<file path="src/lgts_pkg.sv">
`timescale 1ns / 1ps
// ----------------------------------------------------------------------------
// LDA Gibbs topic sampler package
// Shared sizes, codes and controller/datapath interface types.
// ----------------------------------------------------------------------------
package lgts_pkg;

    localparam int MAX_TOPICS = 256;
    localparam int VOCAB_SIZE = 4096;
    localparam int COUNT_BITS = 24;

    localparam int TOPIC_W    = $clog2(MAX_TOPICS);
    localparam int WORD_W     = $clog2(VOCAB_SIZE);
    localparam int KCFG_W     = 9;
    localparam int FRAC_W     = 16;
    localparam int TOTAL_W    = 32;
    localparam int ALPHA_W    = 32;
    localparam int VB_W       = 48;
    localparam int RAND_W     = 32;
    localparam int WEIGHT_W   = 64;
    localparam int HALF_W     = 32;
    localparam int CMD_W      = 2;
    localparam int STATUS_W   = 2;
    localparam int CFG_IDX_W  = 2;
    localparam int CFG_DATA_W = 48;

    // Q.16 term widths: doc and word terms, divisor and their exact product.
    localparam int TERM_W = COUNT_BITS + FRAC_W + 1;
    localparam int DIV_W  = (((TOTAL_W + FRAC_W) > VB_W) ? (TOTAL_W + FRAC_W) : VB_W) + 1;
    localparam int PROD_W = 2 * TERM_W;
    localparam int STEP_W = $clog2(PROD_W);
    localparam int WT_DEPTH = VOCAB_SIZE * MAX_TOPICS;

    typedef enum logic [CMD_W-1:0] {
        CMD_LOAD_WORD  = 2'd0,
        CMD_LOAD_TOTAL = 2'd1,
        CMD_LOAD_DOC   = 2'd2,
        CMD_SAMPLE     = 2'd3
    } cmd_t;

    typedef enum logic [STATUS_W-1:0] {
        STS_OK        = 2'd0,
        STS_UNDERFLOW = 2'd1,
        STS_RANGE     = 2'd2
    } sts_code_t;

    typedef enum logic [CFG_IDX_W-1:0] {
        REG_TOPICS = 2'd0,
        REG_ALPHA  = 2'd1,
        REG_BETA   = 2'd2,
        REG_VBETA  = 2'd3
    } reg_idx_t;

    typedef enum logic [4:0] {
        OP_NONE,
        OP_CAPTURE,
        OP_LOAD,
        OP_REJECT,
        OP_RD_OLD,
        OP_DEC_OLD,
        OP_RD_K,
        OP_TERMS,
        OP_MUL,
        OP_ACC,
        OP_DIV,
        OP_ACCUM,
        OP_THR_HI,
        OP_THR_LO,
        OP_THR_ADD,
        OP_SRCH_RD,
        OP_PICK,
        OP_RD_CHOSEN,
        OP_INC
    } dp_op_t;

    typedef enum logic [4:0] {
        S_IDLE,
        S_DECODE,
        S_RD_OLD,
        S_DEC_OLD,
        S_RD_K,
        S_TERMS,
        S_MUL,
        S_ACC,
        S_DIV,
        S_ACCUM,
        S_THR_HI,
        S_THR_LO,
        S_THR_ADD,
        S_SRCH_RD,
        S_SRCH_CMP,
        S_RD_CHOSEN,
        S_INC,
        S_DONE
    } state_t;

    typedef struct packed {
        dp_op_t             op;
        logic [TOPIC_W-1:0] k;
        logic [1:0]         sel;
    } dp_ctl_t;

    typedef struct packed {
        cmd_t               command;
        logic               in_range;
        logic               hit;
        logic [TOPIC_W-1:0] k_last;
    } dp_sts_t;

endpackage

</file>
<file path="src/lgts_ctrl.sv">
`timescale 1ns / 1ps
// ----------------------------------------------------------------------------
// LDA Gibbs topic sampler controller
// Sequences loads and the sample walk: decrement, weights, threshold, search, add-back.
// ----------------------------------------------------------------------------
module lgts_ctrl (
    input  logic              clk,
    input  logic              rst_n,
    input  logic              start,
    input  lgts_pkg::dp_sts_t sts,
    output lgts_pkg::dp_ctl_t ctl,
    output logic              busy,
    output logic              done
);
    import lgts_pkg::*;

    state_t              state_reg, state_next;
    logic [TOPIC_W-1:0]  k_reg, k_next;
    logic [1:0]          sel_reg, sel_next;
    logic [STEP_W-1:0]   step_reg, step_next;

    always_ff @(posedge clk or negedge rst_n)
    begin
        if (!rst_n)
        begin
            state_reg <= S_IDLE;
            k_reg     <= '0;
            sel_reg   <= '0;
            step_reg  <= '0;
        end
        else
        begin
            state_reg <= state_next;
            k_reg     <= k_next;
            sel_reg   <= sel_next;
            step_reg  <= step_next;
        end
    end

    // Next state and loop counters.
    always_comb
    begin
        state_next = state_reg;
        k_next     = k_reg;
        sel_next   = sel_reg;
        step_next  = step_reg;
        case (state_reg)
            S_IDLE:
            begin
                if (start)
                    state_next = S_DECODE;
            end
            S_DECODE:
            begin
                if (sts.command == CMD_SAMPLE && sts.in_range)
                    state_next = S_RD_OLD;
                else
                    state_next = S_DONE;
            end
            S_RD_OLD:  state_next = S_DEC_OLD;
            S_DEC_OLD:
            begin
                k_next     = '0;
                state_next = S_RD_K;
            end
            S_RD_K:    state_next = S_TERMS;
            S_TERMS:
            begin
                sel_next   = '0;
                state_next = S_MUL;
            end
            S_MUL:     state_next = S_ACC;
            S_ACC:
            begin
                if (sel_reg == 2'd3)
                begin
                    step_next  = '0;
                    state_next = S_DIV;
                end
                else
                begin
                    sel_next   = sel_reg + 2'd1;
                    state_next = S_MUL;
                end
            end
            S_DIV:
            begin
                if (step_reg == STEP_W'(PROD_W - 1))
                    state_next = S_ACCUM;
                else
                    step_next = step_reg + 1'b1;
            end
            S_ACCUM:
            begin
                if (k_reg == sts.k_last)
                    state_next = S_THR_HI;
                else
                begin
                    k_next     = k_reg + 1'b1;
                    state_next = S_RD_K;
                end
            end
            S_THR_HI:  state_next = S_THR_LO;
            S_THR_LO:  state_next = S_THR_ADD;
            S_THR_ADD:
            begin
                k_next     = '0;
                state_next = S_SRCH_RD;
            end
            S_SRCH_RD: state_next = S_SRCH_CMP;
            S_SRCH_CMP:
            begin
                if (sts.hit || k_reg == sts.k_last)
                    state_next = S_RD_CHOSEN;
                else
                begin
                    k_next     = k_reg + 1'b1;
                    state_next = S_SRCH_RD;
                end
            end
            S_RD_CHOSEN: state_next = S_INC;
            S_INC:       state_next = S_DONE;
            S_DONE:      state_next = S_IDLE;
            default:     state_next = S_IDLE;
        endcase
    end

    // Datapath commands.
    always_comb
    begin
        ctl.op  = OP_NONE;
        ctl.k   = k_reg;
        ctl.sel = sel_reg;
        busy    = 1'b1;
        done    = 1'b0;
        case (state_reg)
            S_IDLE:
            begin
                busy = 1'b0;
                if (start)
                    ctl.op = OP_CAPTURE;
            end
            S_DECODE:
            begin
                if (!sts.in_range)
                    ctl.op = OP_REJECT;
                else if (sts.command != CMD_SAMPLE)
                    ctl.op = OP_LOAD;
            end
            S_RD_OLD:    ctl.op = OP_RD_OLD;
            S_DEC_OLD:   ctl.op = OP_DEC_OLD;
            S_RD_K:      ctl.op = OP_RD_K;
            S_TERMS:     ctl.op = OP_TERMS;
            S_MUL:       ctl.op = OP_MUL;
            S_ACC:       ctl.op = OP_ACC;
            S_DIV:       ctl.op = OP_DIV;
            S_ACCUM:     ctl.op = OP_ACCUM;
            S_THR_HI:    ctl.op = OP_THR_HI;
            S_THR_LO:    ctl.op = OP_THR_LO;
            S_THR_ADD:   ctl.op = OP_THR_ADD;
            S_SRCH_RD:   ctl.op = OP_SRCH_RD;
            S_SRCH_CMP:
            begin
                if (sts.hit || k_reg == sts.k_last)
                    ctl.op = OP_PICK;
            end
            S_RD_CHOSEN: ctl.op = OP_RD_CHOSEN;
            S_INC:       ctl.op = OP_INC;
            S_DONE:      done = 1'b1;
            default:     ctl.op = OP_NONE;
        endcase
    end

endmodule

</file>
<file path="config.mk">
export PLATFORM = sky130hd
export DESIGN_NAME = lgts_ctrl
export DESIGN_NICKNAME = d
export VERILOG_FILES = /design/src/lgts_pkg.sv /design/src/lgts_ctrl.sv
export SDC_FILE = /design/constraint.sdc
export NUM_CORES = 1
export LEC_CHECK = 0
export CAP_MARGIN = 20
export CELL_PAD_IN_SITES_DETAIL_PLACEMENT = 1
export CELL_PAD_IN_SITES_GLOBAL_PLACEMENT = 1
export CORE_ASPECT_RATIO = 0.5
export CORE_MARGIN = 2
export CORE_UTILIZATION = 45
export CTS_CLUSTER_SIZE = 10
export DETAILED_ROUTE_END_ITERATION = 10
export DONT_BUFFER_PORTS = 1
export HOLD_SLACK_MARGIN = 0.03
export PLACE_DENSITY_LB_ADDON = 0.1
export SLEW_MARGIN = 20
export SYNTH_ARGS = -nofsm -noshare
export SYNTH_HDL_FRONTEND = slang
export SYNTH_SLANG_ARGS = --single-unit
</file>
<file path="constraint.sdc">
create_clock -name clk -period 2.42 [get_ports clk]
set_input_delay 0 -clock clk [delete_from_list [all_inputs] [get_ports clk]]
set_output_delay 0 -clock clk [all_outputs]
set_load 0.05 [all_outputs]
</file>
# Yosys cells after proc, flatten, opt, wreduce, memory -nomap -nowiden
# Cells that the tools add are included.
[word_totals]
regBits = 22
latch_bits = 0
ramBits = 0
romBits = 0
output_inout_bits = 17
mem_count = 0
[classes]
add_sub_neg = 3
n_mul = 0
n_div = 0
magnitude_cmp = 0
n_eq_ne = 29
shifts = 0
muxes = 22
bitwise = 0
n_reduce_logical = 11
[ops]
columns = ["cell", "count"]
rows = [
  ["$pmux 5 s17", 2],
  ["$eq 5x4->1 const B", 8],
  ["$pmux 8 s3", 1],
  ["$eq 5x3->1 const B", 4],
  ["$mux 5", 4],
  ["$mux 8", 2],
  ["$ne 2x2->1 const B", 8],
  ["$mux 7", 2],
  ["$pmux 7 s2", 1],
  ["$eq 5x2->1 const B", 2],
  ["$eq 5x5->1 const B", 2],
  ["$add 8x1->8 const B", 1],
  ["$eq 8x8->1", 1],
  ["$mux 2", 4],
  ["$mux 4", 2],
  ["$add 7x1->7 const B", 1],
  ["$eq 7x7->1 const B", 1],
  ["$reduce_and 3->1", 2],
  ["$eq 5x1->1 const B", 1],
  ["$logic_not 5->1", 1],
  ["$eq 2x2->1 const B", 2],
  ["$pmux 2 s2", 1],
  ["$reduce_and 2->1", 2],
  ["$reduce_bool 2->1", 2],
  ["other kinds (6)", 8],
]

# Depth between registers and ports, before layout
# Gate-level depths: netlist of run 1.
[depth]
ltp_word = 4
ltp_mapped = 8
depth_no_buf = 7

# Worst setup path after synthesis of run 1
# No wires, ideal clock.
[synth_path]
path_type = "reg2out"
from = "reg state_reg[1]"
to = "out ctl[14] (netlist name)"
t_arrival_ns = 2.068
required_time_ns = 2.420
slack_ns = 0.352
path_stages_with_launch = 4
path_buffers = 1
path_cell_list = "dfrtp_1 -> clkbuf_1 -> or3_1 -> o21ai_0"
[synth_rtl]
columns = ["item", "line", "text"]
rows = [
  ["from (decl)", "lgts_ctrl.sv:17", "state_t state_reg, state_next;"],
  ["from (signal assigned)", "lgts_ctrl.sv:33", "state_reg <= state_next;"],
  ["to (decl)", "lgts_ctrl.sv:11", "output lgts_pkg::dp_ctl_t ctl,"],
]

# Final worst setup path of run 1
[layout_path]
from = "reg state_reg[0]"
to = "reg k_reg[2]"
[layout_between]
elab_chain_cells = 4
[layout_lines]
columns = ["item", "line", "text"]
rows = [
  ["$eq 5x4->1 or $eq 5x2->1 (tied branches)", "lgts_ctrl.sv:47", "case (state_reg)"],
  ["$reduce_or 2->1 (no source line)", "--", ""],
  ["$reduce_bool 3->1 (no source line)", "--", ""],
  ["$reduce_and 3->1 (no source line)", "--", ""],
  ["to (signal assigned)", "lgts_ctrl.sv:34", "k_reg <= k_next;"],
  ["to (decl)", "lgts_ctrl.sv:18", "logic [TOPIC_W-1:0] k_reg, k_next;"],
]
# Parallel ways exist; a longest one is shown, timed or not.
# A chain may end at the register's enable or synchronous reset.

==> results.rst, run 1 <==
.. list-table::
   :header-rows: 1

   * - Metric
     - Value
   * - Outcome
     - completed
   * - Post-place setup slack
     - 0.423 ns
   * - Achievable clock frequency
     - 492 MHz
   * - Site row count
     - 15
   * - DRT Wirelength
     - 4180 microns
   * - Vias after detailed routing
     - 1456
   * - Core outline area
     - 3420 sq um
   * - Final Instance Count excl. Fillers
     - 252
   * - Hold Fails Final Rpt
     - 0
   * - Worst hold-check slack
     - 0.0604 ns
   * - Remaining global-route overflow
     - 0
   * - Number of synthesized flops with an enable pin
     - 0
   * - Cell area after synthesis
     - 1600 sq um
   * - Max clock buf depth
     - 2
   * - CP required
     - 2.62 ns
   * - Worst-path cell with the longest stage delay
     - dfrtp_1
   * - Transition at the pin with the smallest max-transition slack
     - 0.563 ns
   * - Sequential-to-total area share from yosys stat
     - 34.4%
   * - Maximum number of pins on one net before global-route repair
     - 23
   * - Startpoint class of the critical path
     - flip-flop
   * - Number of buffers added by the clock tree synthesis step
     - 3
   * - Post-CTS Setup Inserts
     - 0
   * - Number of detailed-routing iterations run before antenna repair
     - 4
   * - Clock-pin slew reported for the worst setup and hold paths after clock tree synthesis
     - 0.08 ns
   * - Top-Level Pins
     - 32
   * - Most used flip-flop cell after synthesis
     - dfrtp_1
   * - Dpl hpwl
     - 3020 microns
   * - Final nets
     - 222
   * - Commonest non-fill, non-tap cell in the layout
     - nand2_1
   * - Via count of the first global-routing pass
     - 1391
   * - Nature of the critical path endpoint
     - flip-flop
   * - Number of diodes
     - 0
   * - Power density over the cells
     - 1020 nW/um^2
   * - Hold buffer count at cts
     - 3
   * - Max-cap check violation count
     - 0
   * - Number of clock sinks
     - 22
   * - Routability Congestion
     - 0.806
   * - Synth unique cells
     - 51
   * - Number of flip-flops under the largest register name
     - 8
   * - Layout cell share with drive strength beyond 1
     - 17.4%
   * - Min Clock Period, post-route
     - 2.03 ns
   * - Commonest non-fill, non-tap cells in the layout
     - nand2_1, dfrtp_1, buf_4
   * - Routed length per placed instance
     - 16.6 microns
   * - Series of cell instances along the critical path
     - and2b_1, a22oi_2, nor3_1, buf_4, or4_1, a21oi_1
   * - Headroom to the max-slew limit
     - 62.5%
   * - Floorplan die height
     - 46.2 microns
   * - Placed Instances
     - 245
   * - Starting Density
     - 46.8%
   * - Remaining DRCs
     - 0
   * - Part of the cycle the worst path needs
     - 84.1%
   * - Number of design-rule violations left by the first detailed-router iteration
     - 50
   * - Average size of a mapped cell
     - 8.56 sq um
   * - Port buffer count
     - 0
   * - Total nets after synthesis
     - 206
   * - CTS tree
     - done
   * - Type of the worst setup path
     - flip-flop to flip-flop
   * - Via-per-instance ratio
     - 5.78
   * - Layout overhead on the synthesized area
     - 14.5%
   * - Final setup margin
     - 0.386 ns
   * - Hold Crit Class
     - input port to flip-flop
   * - Final antenna-violating net count
     - 0
   * - Global routing usage summed across all routing layers
     - 21.9%
   * - Slew Limit Fails
     - 0
   * - LEAKAGE
     - 0.786 nW
   * - Die area
     - 4080 sq um
   * - Post-cts repair resize count
     - 0
   * - Worst Skew
     - 0.00515 ns
   * - Maximum VDD drop
     - 532 uV
   * - Data arrival at the endpoint of the critical path
     - 2.23 ns
   * - Endpoints failing setup
     - 0
   * - Warnings from Yosys
     - 0
   * - Post-synthesis instance total
     - 187
   * - Maximum cell stage delay along the critical path
     - 0.53 ns
   * - Chip width
     - 88.3 microns
   * - Wire length of the first global-routing pass
     - 6710 microns
   * - Max FO, Critical Path
     - 15
   * - Insertion delay of the later-clocked pin in the worst-skew pair
     - 0.27 ns
   * - H-tree depth reported by CTS
     - 1
   * - Async S/R FF share, synth
     - 100%
   * - Number of storage elements in the synthesis netlist
     - 22
   * - Root cell of the clock tree
     - clkbuf_8
   * - Antenna violations before repair
     - 0
   * - Setup_tns
     - 0 ns
   * - Setup repair after global routing missed its margin
     - false
layout make-up:
type / instances / area (sq um)
tap: 51 / 63.8
clock buffer: 3 / 41.3
multi-input combinational: 149 / 980
sequential: 22 / 551
fill: 422 / 1580
timing repair buffer: 24 / 185
inverter: 3 / 11.3
synthesized netlist by cell type (5+ instances only):
library cell | n | area [sq um]
a21oi_1 | 10 | 50.1
o21ai_0 | 11 | 55.1
xor2_1 | 6 | 52.6
nor3_1 | 5 | 25.0
xnor2_1 | 9 | 78.8
nand4_1 | 5 | 31.3
buf_2 | 5 | 25.0
clkbuf_1 | 5 | 18.8
nand2_1 | 23 | 86.3
nor2_1 | 18 | 67.6
dfrtp_1 | 22 | 551
metal layers:
layer / global-route usage (%) / up-vias / part of all wire (%)
met1: 28.1 / 717 / 48
met2: 37.4 / 26 / 47
met5: 0 / - / 0
li1: - / 705 / -
met3: 5.56 / 8 / 3.8
met4: 5.76 / 0 / 1.3
critical path: cells and delay by family (launching register included):
family / cells / cell delay (ns)
AO/OA/AOI/OAI: 2 / 0.37
AND/OR/NAND/NOR: 3 / 0.87
flip-flops: 1 / 0.53
buffers and inverters: 1 / 0.18
cell families (layout without fill, tap and decap cells):
logic type / after synthesis / count (layout) / share of synthesized area, %
xor+xnor: 15 / 15 / 8.21
flops: 22 / 22 / 34.4
mux: 5 / 5 / 3.44
simple gates: 83 / 83 / 28.8
compound gates: 42 / 42 / 17.7
fa+ha+maj: 4 / 4 / 3.13
buf+inv: 16 / 30 / 4.38
worst paths after layout:
check	slack (ns)	end	from	cells past startpoint
setup / recovery	0.39	k_reg[2]$_DFFE_PN0P_	state_reg[0]$_DFFE_PN0P_	6
hold / removal	0.06	state_reg[3]$_DFFE_PN0P_	sts[7]	3
setup reg to reg	0.39	k_reg[2]$_DFFE_PN0P_	state_reg[0]$_DFFE_PN0P_	6
hold reg to reg	0.55	step_reg[0]$_DFFE_PN0P_	step_reg[0]$_DFFE_PN0P_	1
max in group asynchronous	1.77	state_reg[3]$_DFFE_PN0P_	rst_n	2
min in group asynchronous	0.29	k_reg[1]$_DFFE_PN0P_	rst_n	2
power by group:
group | leakage, nW | total, mW | switching [mW] | internal, mW
Combinational | 0.468 | 1.05 | 0.702 | 0.347
Sequential | 0.297 | 0.573 | 0.147 | 0.426
Clock | 0.0216 | 0.238 | 0.126 | 0.112
through the flow:
step	util (%)	total power [mW]	instance area, sq um
2_1_floorplan	-	1.34	1600
3_3_place_gp	51.4	1.58	1760
3_5_place_dp	51.4	1.61	1760
4_1_cts	53.5	1.86	1830
5_1_grt	53.6	1.97	1830
6_report	53.6	1.86	1830
Power figures use the tool's default switching activity.
==> run 2: changes to the inputs <==
ABC_AREA = 1   (was not set)
CORE_UTILIZATION = 44   (was 45)
clock period = 1.9 ns   (was 2.42 ns; I/O delays follow)
==> run 2 against run 1 <==
  * Sequential power up 17%
  * Critical endpoint is now ctl[11]
  * Critical path type is now flip-flop to output pin
  * Combinational power up 26%
  * Via count up 13%
  * Non-clock buffer count down 4
  * Global-route usage up 1.1 points
  * Hold slack worse by 0.0013 ns
  * Final cell count up 21%
  * Synthesized area up 1.8%
  * Worst setup slack worse by 0.30 ns
  * Register-to-register slack worse by 0.21 ns
  * Clock skew down 0.0011 ns
==> results.rst, run 2 <==
.. list-table::
   :header-rows: 1

   * - Metric
     - Value
   * - Outcome
     - completed (unchanged)
   * - Sequential-to-total area share from yosys stat
     - 33.8% (was 34.4%)
   * - Via-per-instance ratio
     - 5.36 (was 5.78)
   * - Data arrival at the endpoint of the critical path
     - 1.81 ns (was 2.23 ns)
   * - Wire length of the first global-routing pass
     - 7530 microns (was 6710 microns)
   * - Hold Fails Final Rpt
     - 0 (unchanged)
   * - Nature of the critical path endpoint
     - output pin (was flip-flop)
   * - Headroom to the max-slew limit
     - 64.7% (was 62.5%)
   * - Remaining global-route overflow
     - 0 (unchanged)
   * - Final nets
     - 276 (was 222)
   * - Fraction of synthesized cell area taken by the top area cell type
     - 33.8% (was 34.4%)
   * - Post-synthesis instance total
     - 233 (was 187)
   * - Site row count
     - 15 (unchanged)
   * - Met1 routing resource usage after global routing
     - 27.7% (was 28.1%)
   * - Switching component of the power
     - 1.22 mW (was 975 uW)
   * - Core outline area
     - 3490 sq um (was 3420 sq um)
   * - Antenna violations before repair
     - 0 (unchanged)
   * - GR Util met3
     - 5.62% (was 5.56%)
   * - Dpl hpwl
     - 3560 microns (was 3020 microns)
   * - Maximum number of pins on one net before global-route repair
     - 23 (unchanged)
   * - Remaining DRCs
     - 0 (unchanged)
   * - Min Clock Period, post-route
     - 1.81 ns
   * - Total cell area at the placement stage
     - 1810 sq um (was 1760 sq um)
   * - Insertion delay of the later-clocked pin in the worst-skew pair
     - 0.26 ns (was 0.27 ns)
   * - Most used flip-flop cell after synthesis
     - dfrtp_1 (unchanged)
   * - Cell area after synthesis
     - 1630 sq um (was 1600 sq um)
   * - Worst hold-check slack
     - 0.0590 ns (was 0.0604 ns)
   * - Commonest non-fill, non-tap cell in the layout
     - nand2_1 (unchanged)
   * - Port buffer count
     - 0 (unchanged)
   * - DRT Wirelength
     - 4580 microns (was 4180 microns)
   * - Clock share of power
     - 13.0% (was 12.8%)
   * - Hold Crit Class
     - input port to flip-flop (unchanged)
   * - Post-CTS Setup Inserts
     - 0 (unchanged)
   * - Type of the worst setup path
     - flip-flop to output pin (was flip-flop to flip-flop)
   * - Final antenna-violating net count
     - 0 (unchanged)
   * - Sw Share
     - 53.4% (was 52.4%)
   * - Clock-pin slew reported for the worst setup and hold paths after clock tree synthesis
     - 0.08 ns (about the same)
   * - Max-cap check violation count
     - 0 (unchanged)
   * - Layout cell share with drive strength beyond 1
     - 19.6% (was 17.4%)
   * - Endpoints failing setup
     - 0 (unchanged)
   * - Part of the cycle the worst path needs
     - 95.3%
   * - Maximum VDD drop
     - 569 uV (was 532 uV)
   * - Slew Limit Fails
     - 0 (unchanged)
   * - Combinational power share
     - 57.7% (was 56.4%)
   * - Number of synthesized flops with an enable pin
     - 0 (unchanged)
   * - Top-Level Pins
     - 32 (unchanged)
   * - Number of flip-flops under the largest register name
     - 8 (unchanged)
   * - Pint
     - 1.07 mW (was 885 uW)
   * - R2R cell count
     - 7 (was 6)
   * - Floorplan die height
     - 47.0 microns (was 46.2 microns)
   * - Routability Congestion
     - 0.875 (was 0.806)
   * - Average size of a mapped cell
     - 6.99 sq um (was 8.56 sq um)
   * - Design Area, Final
     - 1900 sq um (was 1830 sq um)
   * - Worst Skew
     - 0.00403 ns (was 0.00515 ns)
   * - Instance count along the most critical hold path
     - 3 (unchanged)
   * - H-tree depth reported by CTS
     - 1 (unchanged)
   * - Met2 track demand over resource
     - 43.8% (was 37.4%)
   * - Synth unique cells
     - 28 (was 51)
   * - Setup repair after global routing missed its margin
     - false (unchanged)
   * - Most used standard cells in the synthesized netlist
     - nand2_1, inv_1, nor2_1, dfrtp_1, nand3_1 (was nand2_1, dfrtp_1, nor2_1, o21ai_0, a21oi_1)
   * - Number of buffers added by the clock tree synthesis step
     - 3 (unchanged)
   * - Layer with the highest usage after global routing
     - met2 (unchanged)
   * - Flop pwr share
     - 29.3% (was 30.8%)
   * - Die area
     - 4230 sq um (was 4080 sq um)
   * - Routed length per placed instance
     - 15.0 microns (was 16.6 microns)
   * - Total nets after synthesis
     - 252 (was 206)
   * - Number of storage elements in the synthesis netlist
     - 22 (unchanged)
   * - Final standard cell utilization of the core
     - 54.5% (was 53.6%)
   * - Setup_tns
     - 0 ns (unchanged)
   * - Layout overhead on the synthesized area
     - 16.8% (was 14.5%)
   * - Achievable clock frequency
     - 552 MHz
   * - Startpoint class of the critical path
     - flip-flop (unchanged)
   * - Number of design-rule violations left by the first detailed-router iteration
     - 60 (was 50)
   * - Root cell of the clock tree
     - clkbuf_8 (unchanged)
   * - Starting Density
     - 46.7% (was 46.8%)
   * - CP required
     - 1.90 ns (was 2.62 ns)
   * - Commonest non-fill, non-tap cells in the layout
     - nand2_1, inv_1, nor2_1 (was nand2_1, dfrtp_1, buf_4)
   * - Via count of the first global-routing pass
     - 1613 (was 1391)
   * - Cell taking the most area after synthesis
     - dfrtp_1 (unchanged)
   * - Max clock buf depth
     - 2 (unchanged)
   * - Warnings from Yosys
     - 0 (unchanged)
   * - Max FO, Critical Path
     - 5 (was 15)
   * - Chip width
     - 90.1 microns (was 88.3 microns)
   * - Number of detailed-routing iterations run before antenna repair
     - 4 (unchanged)
   * - Global routing usage summed across all routing layers
     - 23.0% (was 21.9%)
   * - CTS tree
     - done (unchanged)
   * - Async S/R FF share, synth
     - 100% (unchanged)
   * - Area contributors post-synth
     - dfrtp_1, nand2_1, inv_1 (was dfrtp_1, nand2_1, xnor2_1)
   * - Number of diodes
     - 0 (unchanged)
   * - Most repeated cell in the gate-level netlist after synthesis
     - nand2_1 (unchanged)
   * - Number of clock sinks
     - 22 (unchanged)
   * - LEAKAGE
     - 0.967 nW (was 0.786 nW)
   * - Transition at the pin with the smallest max-transition slack
     - 0.530 ns (was 0.563 ns)
   * - Vias after detailed routing
     - 1640 (was 1456)
   * - Power density over the cells
     - 1200 nW/um^2 (was 1020 nW/um^2)
[run 2: cell count changes in the layout (fill, tap and decap cells not counted), moves of 5 or more]
cell,previous run,this run
nand2_1,23,65
a21oi_1,10,3
nand2_4,0,5
nand3_1,4,19
nor2_1,18,24
inv_1,3,30
nor2_4,0,5
xnor2_1,9,3
[run 2: layout make-up]
| class | instances | area, sq um |
|---|---|---|
| Multi-Input combinational cell | 177 | 968 |
| Clock buffer | 3 | 41.3 |
| Tap cell | 51 | 63.8 |
| Sequential cell | 22 | 553 |
| Inverter | 33 | 124 |
| Timing Repair Buffer | 20 | 153 |
| Fill cell | 484 | 1590 |
[run 2: metrics by stage]
step / cells / power (mW) / setup slack (ns)
2_1_floorplan: 233 / 1.62 / 0.119
3_3_place_gp: 300 / 1.93 / 0.209
4_1_cts: 305 / 2.29 / 0.0106
5_1_grt: 306 / 2.43 / 0.0121
3_5_place_dp: 300 / 1.96 / 0.166
6_report: 306 / 2.29 / 0.0888
[run 2: worst paths after layout]
path / startpoint / endpoint / slack, ns
hold / removal: sts[9] / state_reg[4]$_DFFE_PN0P_ / 0.06
setup reg to reg: state_reg[4]$_DFFE_PN0P_ / step_reg[4]$_DFFE_PN0P_ / 0.18
min in group asynchronous: rst_n / k_reg[1]$_DFFE_PN0P_ / 0.24
hold reg to reg: k_reg[7]$_DFFE_PN0P_ / k_reg[7]$_DFFE_PN0P_ / 0.55
max in group asynchronous: rst_n / state_reg[1]$_DFFE_PN0P_ / 1.28
setup / recovery: state_reg[4]$_DFFE_PN0P_ / ctl[11] / 0.09
[run 2: power groups by stage]
| stage | registers [mW] | logic [mW] | clock network (mW) |
|---|---|---|---|
| 3_3_place_gp | 0.664 | 1.27 | 0 |
| 5_1_grt | 0.685 | 1.43 | 0.321 |
| 4_1_cts | 0.667 | 1.32 | 0.304 |
| 3_5_place_dp | 0.669 | 1.29 | 0 |
| 6_report | 0.672 | 1.32 | 0.297 |
| 2_1_floorplan | 0.739 | 0.883 | 0 |
[run 2: logic make-up (layout without fill, tap and decap cells)]
logic type	after synthesis	in the layout	synth area share [%]
AO/OA/AOI/OAI	20	20	7.76
XOR/XNOR	9	9	4.84
adder cells (fa/ha/maj)	4	4	3.07
buffers and inverters	34	56	8.06
flip-flops	22	22	33.8
AND/OR/NAND/NOR	144	144	42.5
[run 2: what timing repair did]
action / CTS / global route
setup endpoints to repair: 2 / 4
hold buffers: 2 / 1
gates resized for setup: 2 / 7
hold endpoints to repair: 23 / 22
pin swaps: 0 / 0
[run 2: per-layer routing]
metal | share of wire (%) | routed length, microns | up-vias
li1 | - | - | 797
met1 | 43 | 1980 | 808
met2 | 51 | 2340 | 31
met3 | 4.9 | 223 | 4
met4 | 0.68 | 31 | 0
met5 | 0 | 0 | -
[run 2: critical path, cell delays in order, from the launching register on]
cell and delay (ns):
dfrtp_2 0.44, inv_1 0.12, nand3_2 0.16, inv_1 0.09, nand3_1 0.12, nand2_1 0.08
nor3_1 0.19, nand4_1 0.12, buf_4 0.21
==> run 3: changes to the inputs <==
CORE_ASPECT_RATIO = 0.9   (was 0.5)
RECOVER_POWER = 25   (was not set)
==> run 3 against run 2 <==
  * Wire length is 3.9% higher
  * Global-route usage is 1.9 points higher
  * Cell area is 0.85% higher
  * Flip-flop and latch count stayed put
  * Die area is 0.68% lower
  * Critical endpoint is now ctl[12]
  * Largest power group unchanged
==> results.rst, run 3 (synthesis gave the netlist of run 2 again) <==
.. list-table::
   :header-rows: 1

   * - Metric
     - Value
   * - Outcome
     - completed (unchanged)
   * - Number of detailed-routing iterations run before antenna repair
     - 4 (unchanged)
   * - Setup_tns
     - 0 ns (unchanged)
   * - Startpoint class of the critical path
     - flip-flop (unchanged)
   * - Site row count
     - 20 (was 15)
   * - Remaining DRCs
     - 0 (unchanged)
   * - Endpoints failing setup
     - 0 (unchanged)
   * - Number of design-rule violations left by the first detailed-router iteration
     - 39 (was 60)
   * - Final Instance Count excl. Fillers
     - 300 (was 306)
   * - Global routing usage summed across all routing layers
     - 24.9% (was 23.0%)
   * - Chip width
     - 68.1 microns (was 90.1 microns)
   * - Dpl hpwl
     - 3760 microns (was 3560 microns)
   * - Max FO, Critical Path
     - 5 (unchanged)
   * - Via-per-instance ratio
     - 5.46 (was 5.36)
   * - Maximum cell stage delay along the critical path
     - 0.47 ns (was 0.44 ns)
   * - Commonest non-fill, non-tap cells in the layout
     - nand2_1, inv_1, nor2_1 (unchanged)
   * - Number of flip-flops under the largest register name
     - 8 (unchanged)
   * - Via count of the first global-routing pass
     - 1717 (was 1613)
   * - Layout cell share with drive strength beyond 1
     - 19.9% (was 19.6%)
   * - Clock-pin slew reported for the worst setup and hold paths after clock tree synthesis
     - 0.08 ns (about the same)
   * - Series of cell instances along the critical path
     - nand2_1, inv_1, nand2_2, o21ai_1, a21oi_1, nand4_1, buf_4 (was inv_1, nand3_2, inv_1, nand3_1, nand2_1, nor3_1, nand4_1, buf_4)
   * - Wire length of the first global-routing pass
     - 7620 microns (was 7530 microns)
   * - Maximum number of pins on one net before global-route repair
     - 23 (unchanged)
   * - Top-Level Pins
     - 32 (unchanged)
   * - DRT Wirelength
     - 4760 microns (was 4580 microns)
   * - Root cell of the clock tree
     - clkbuf_8 (unchanged)
   * - Commonest non-fill, non-tap cell in the layout
     - nand2_1 (unchanged)
   * - Transition at the pin with the smallest max-transition slack
     - 1.19 ns (was 0.530 ns)
   * - Routed length per placed instance
     - 15.9 microns (was 15.0 microns)
   * - Max-cap check violation count
     - 0 (unchanged)
   * - Core outline area
     - 3450 sq um (was 3490 sq um)
   * - Hold Fails Final Rpt
     - 0 (unchanged)
   * - Setup repair after global routing missed its margin
     - false (unchanged)
   * - Number of clock sinks
     - 22 (unchanged)
   * - Insertion delay of the later-clocked pin in the worst-skew pair
     - 0.26 ns (about the same)
   * - Nature of the critical path endpoint
     - output pin (unchanged)
   * - Achievable clock frequency
     - 560 MHz (was 552 MHz)
   * - Port buffer count
     - 0 (unchanged)
   * - Part of the cycle the worst path needs
     - 93.9% (was 95.3%)
   * - Type of the worst setup path
     - flip-flop to output pin (unchanged)
   * - Antenna violations before repair
     - 0 (unchanged)
   * - Worst Skew
     - 0.00203 ns (was 0.00403 ns)
   * - Starting Density
     - 47.2% (was 46.7%)
   * - Hold Crit Class
     - input port to flip-flop (unchanged)
   * - LEAKAGE
     - 0.973 nW (was 0.967 nW)
   * - Data arrival at the endpoint of the critical path
     - 1.78 ns (was 1.81 ns)
   * - Maximum VDD drop
     - 501 uV (was 569 uV)
   * - Remaining global-route overflow
     - 0 (unchanged)
   * - CP required
     - 1.90 ns (about the same)
   * - Max clock buf depth
     - 2 (unchanged)
   * - Crit-path leading delay family
     - flip-flops (was simple AND/OR/NAND/NOR gates)
   * - Routability Congestion
     - 0.846 (was 0.875)
   * - Floorplan die height
     - 61.7 microns (was 47.0 microns)
   * - Slew Limit Fails
     - 0 (unchanged)
   * - Layout overhead on the synthesized area
     - 17.8% (was 16.8%)
   * - Worst Path Buf+Inv
     - 2 (was 3)
   * - Power density over the cells
     - 1260 nW/um^2 (was 1200 nW/um^2)
   * - Headroom to the max-slew limit
     - 20.4% (was 64.7%)
   * - Filler cells
     - 459 (was 484)
   * - Worst-path cell with the longest stage delay
     - dfrtp_1 (was dfrtp_2)
   * - Die area
     - 4210 sq um (was 4230 sq um)
   * - Number of buffers added by the clock tree synthesis step
     - 3 (unchanged)
   * - Vias after detailed routing
     - 1637 (was 1640)
   * - Final nets
     - 276 (unchanged)
   * - Post-CTS Setup Inserts
     - 0 (unchanged)
   * - H-tree depth reported by CTS
     - 1 (unchanged)
   * - Placed Instances
     - 293 (was 300)
   * - CTS tree
     - done (unchanged)
   * - Min Clock Period, post-route
     - 1.78 ns (was 1.81 ns)
   * - Final antenna-violating net count
     - 0 (unchanged)
   * - Number of diodes
     - 0 (unchanged)
run 3: stage by stage:
step | area (sq um) | setup slack (ns) | util [%] | power [mW] | hold WS [ns]
2_1_floorplan | 1630 | 0.119 | - | 1.62 | -0.296
3_3_place_gp | 1820 | 0.262 | 52.6 | 1.97 | -0.295
3_5_place_dp | 1820 | 0.117 | 52.6 | 2.04 | -0.295
4_1_cts | 1900 | 0.0221 | 55.1 | 2.40 | 0.0473
5_1_grt | 1920 | 0.00292 | 55.6 | 2.56 | 0.0663
6_report | 1920 | 0.115 | 55.6 | 2.42 | 0.0421
run 3: per-layer routing:
metal	track usage [%]	vias up	share of wire, %
met2	43.6	34	50
met3	3.60	4	3.1
met4	8.29	0	0.88
met1	31.8	801	46
met5	0	-	0
li1	-	798	-
run 3: worst paths after layout:
| check | start | endpoint | slack (ns) | depth (start not counted) |
|---|---|---|---|---|
| min in group asynchronous | rst_n | step_reg[0]$_DFFE_PN0P_ | 0.50 | 2 |
| min reg2reg | step_reg[6]$_DFFE_PN0P_ | step_reg[6]$_DFFE_PN0P_ | 0.56 | 3 |
| max | state_reg[2]$_DFFE_PN0P_ | ctl[12] | 0.12 | 7 |
| min | sts[9] | state_reg[4]$_DFFE_PN0P_ | 0.04 | 3 |
| max in group asynchronous | rst_n | state_reg[1]$_DFFE_PN0P_ | 0.61 | 2 |
| max reg2reg | state_reg[0]$_DFFE_PN0P_ | k_reg[2]$_DFFE_PN0P_ | 0.28 | 8 |
run 3: final cells by class:
cell class	count	area, sq um	share of cell area, %
Clock buffer	4	55.1	2.87
Inverter	33	124	6.45
Tap cell	44	55.1	2.87
Timing Repair Buffer	20	164	8.54
Sequential cell	22	554	28.9
Multi-Input combinational cell	177	967	50.4
run 3: power by group:
| group | switching [mW] | total, mW | internal, mW |
|---|---|---|---|
| logic | 0.984 | 1.40 | 0.417 |
| clock network | 0.150 | 0.335 | 0.185 |
| registers | 0.137 | 0.680 | 0.543 |
run 3: what timing repair did:
item                                    4_1_cts  5_1_grt
endpoints found under the hold margin        23       22
gates resized for setup                       3        7
endpoints found under the setup margin        2        4
hold buffers                                  2        1
run 3: worst min-delay path: stages:
cell	delay [ns]
nand3_1	0.08
nand3_1	0.12
nand2_1	0.07
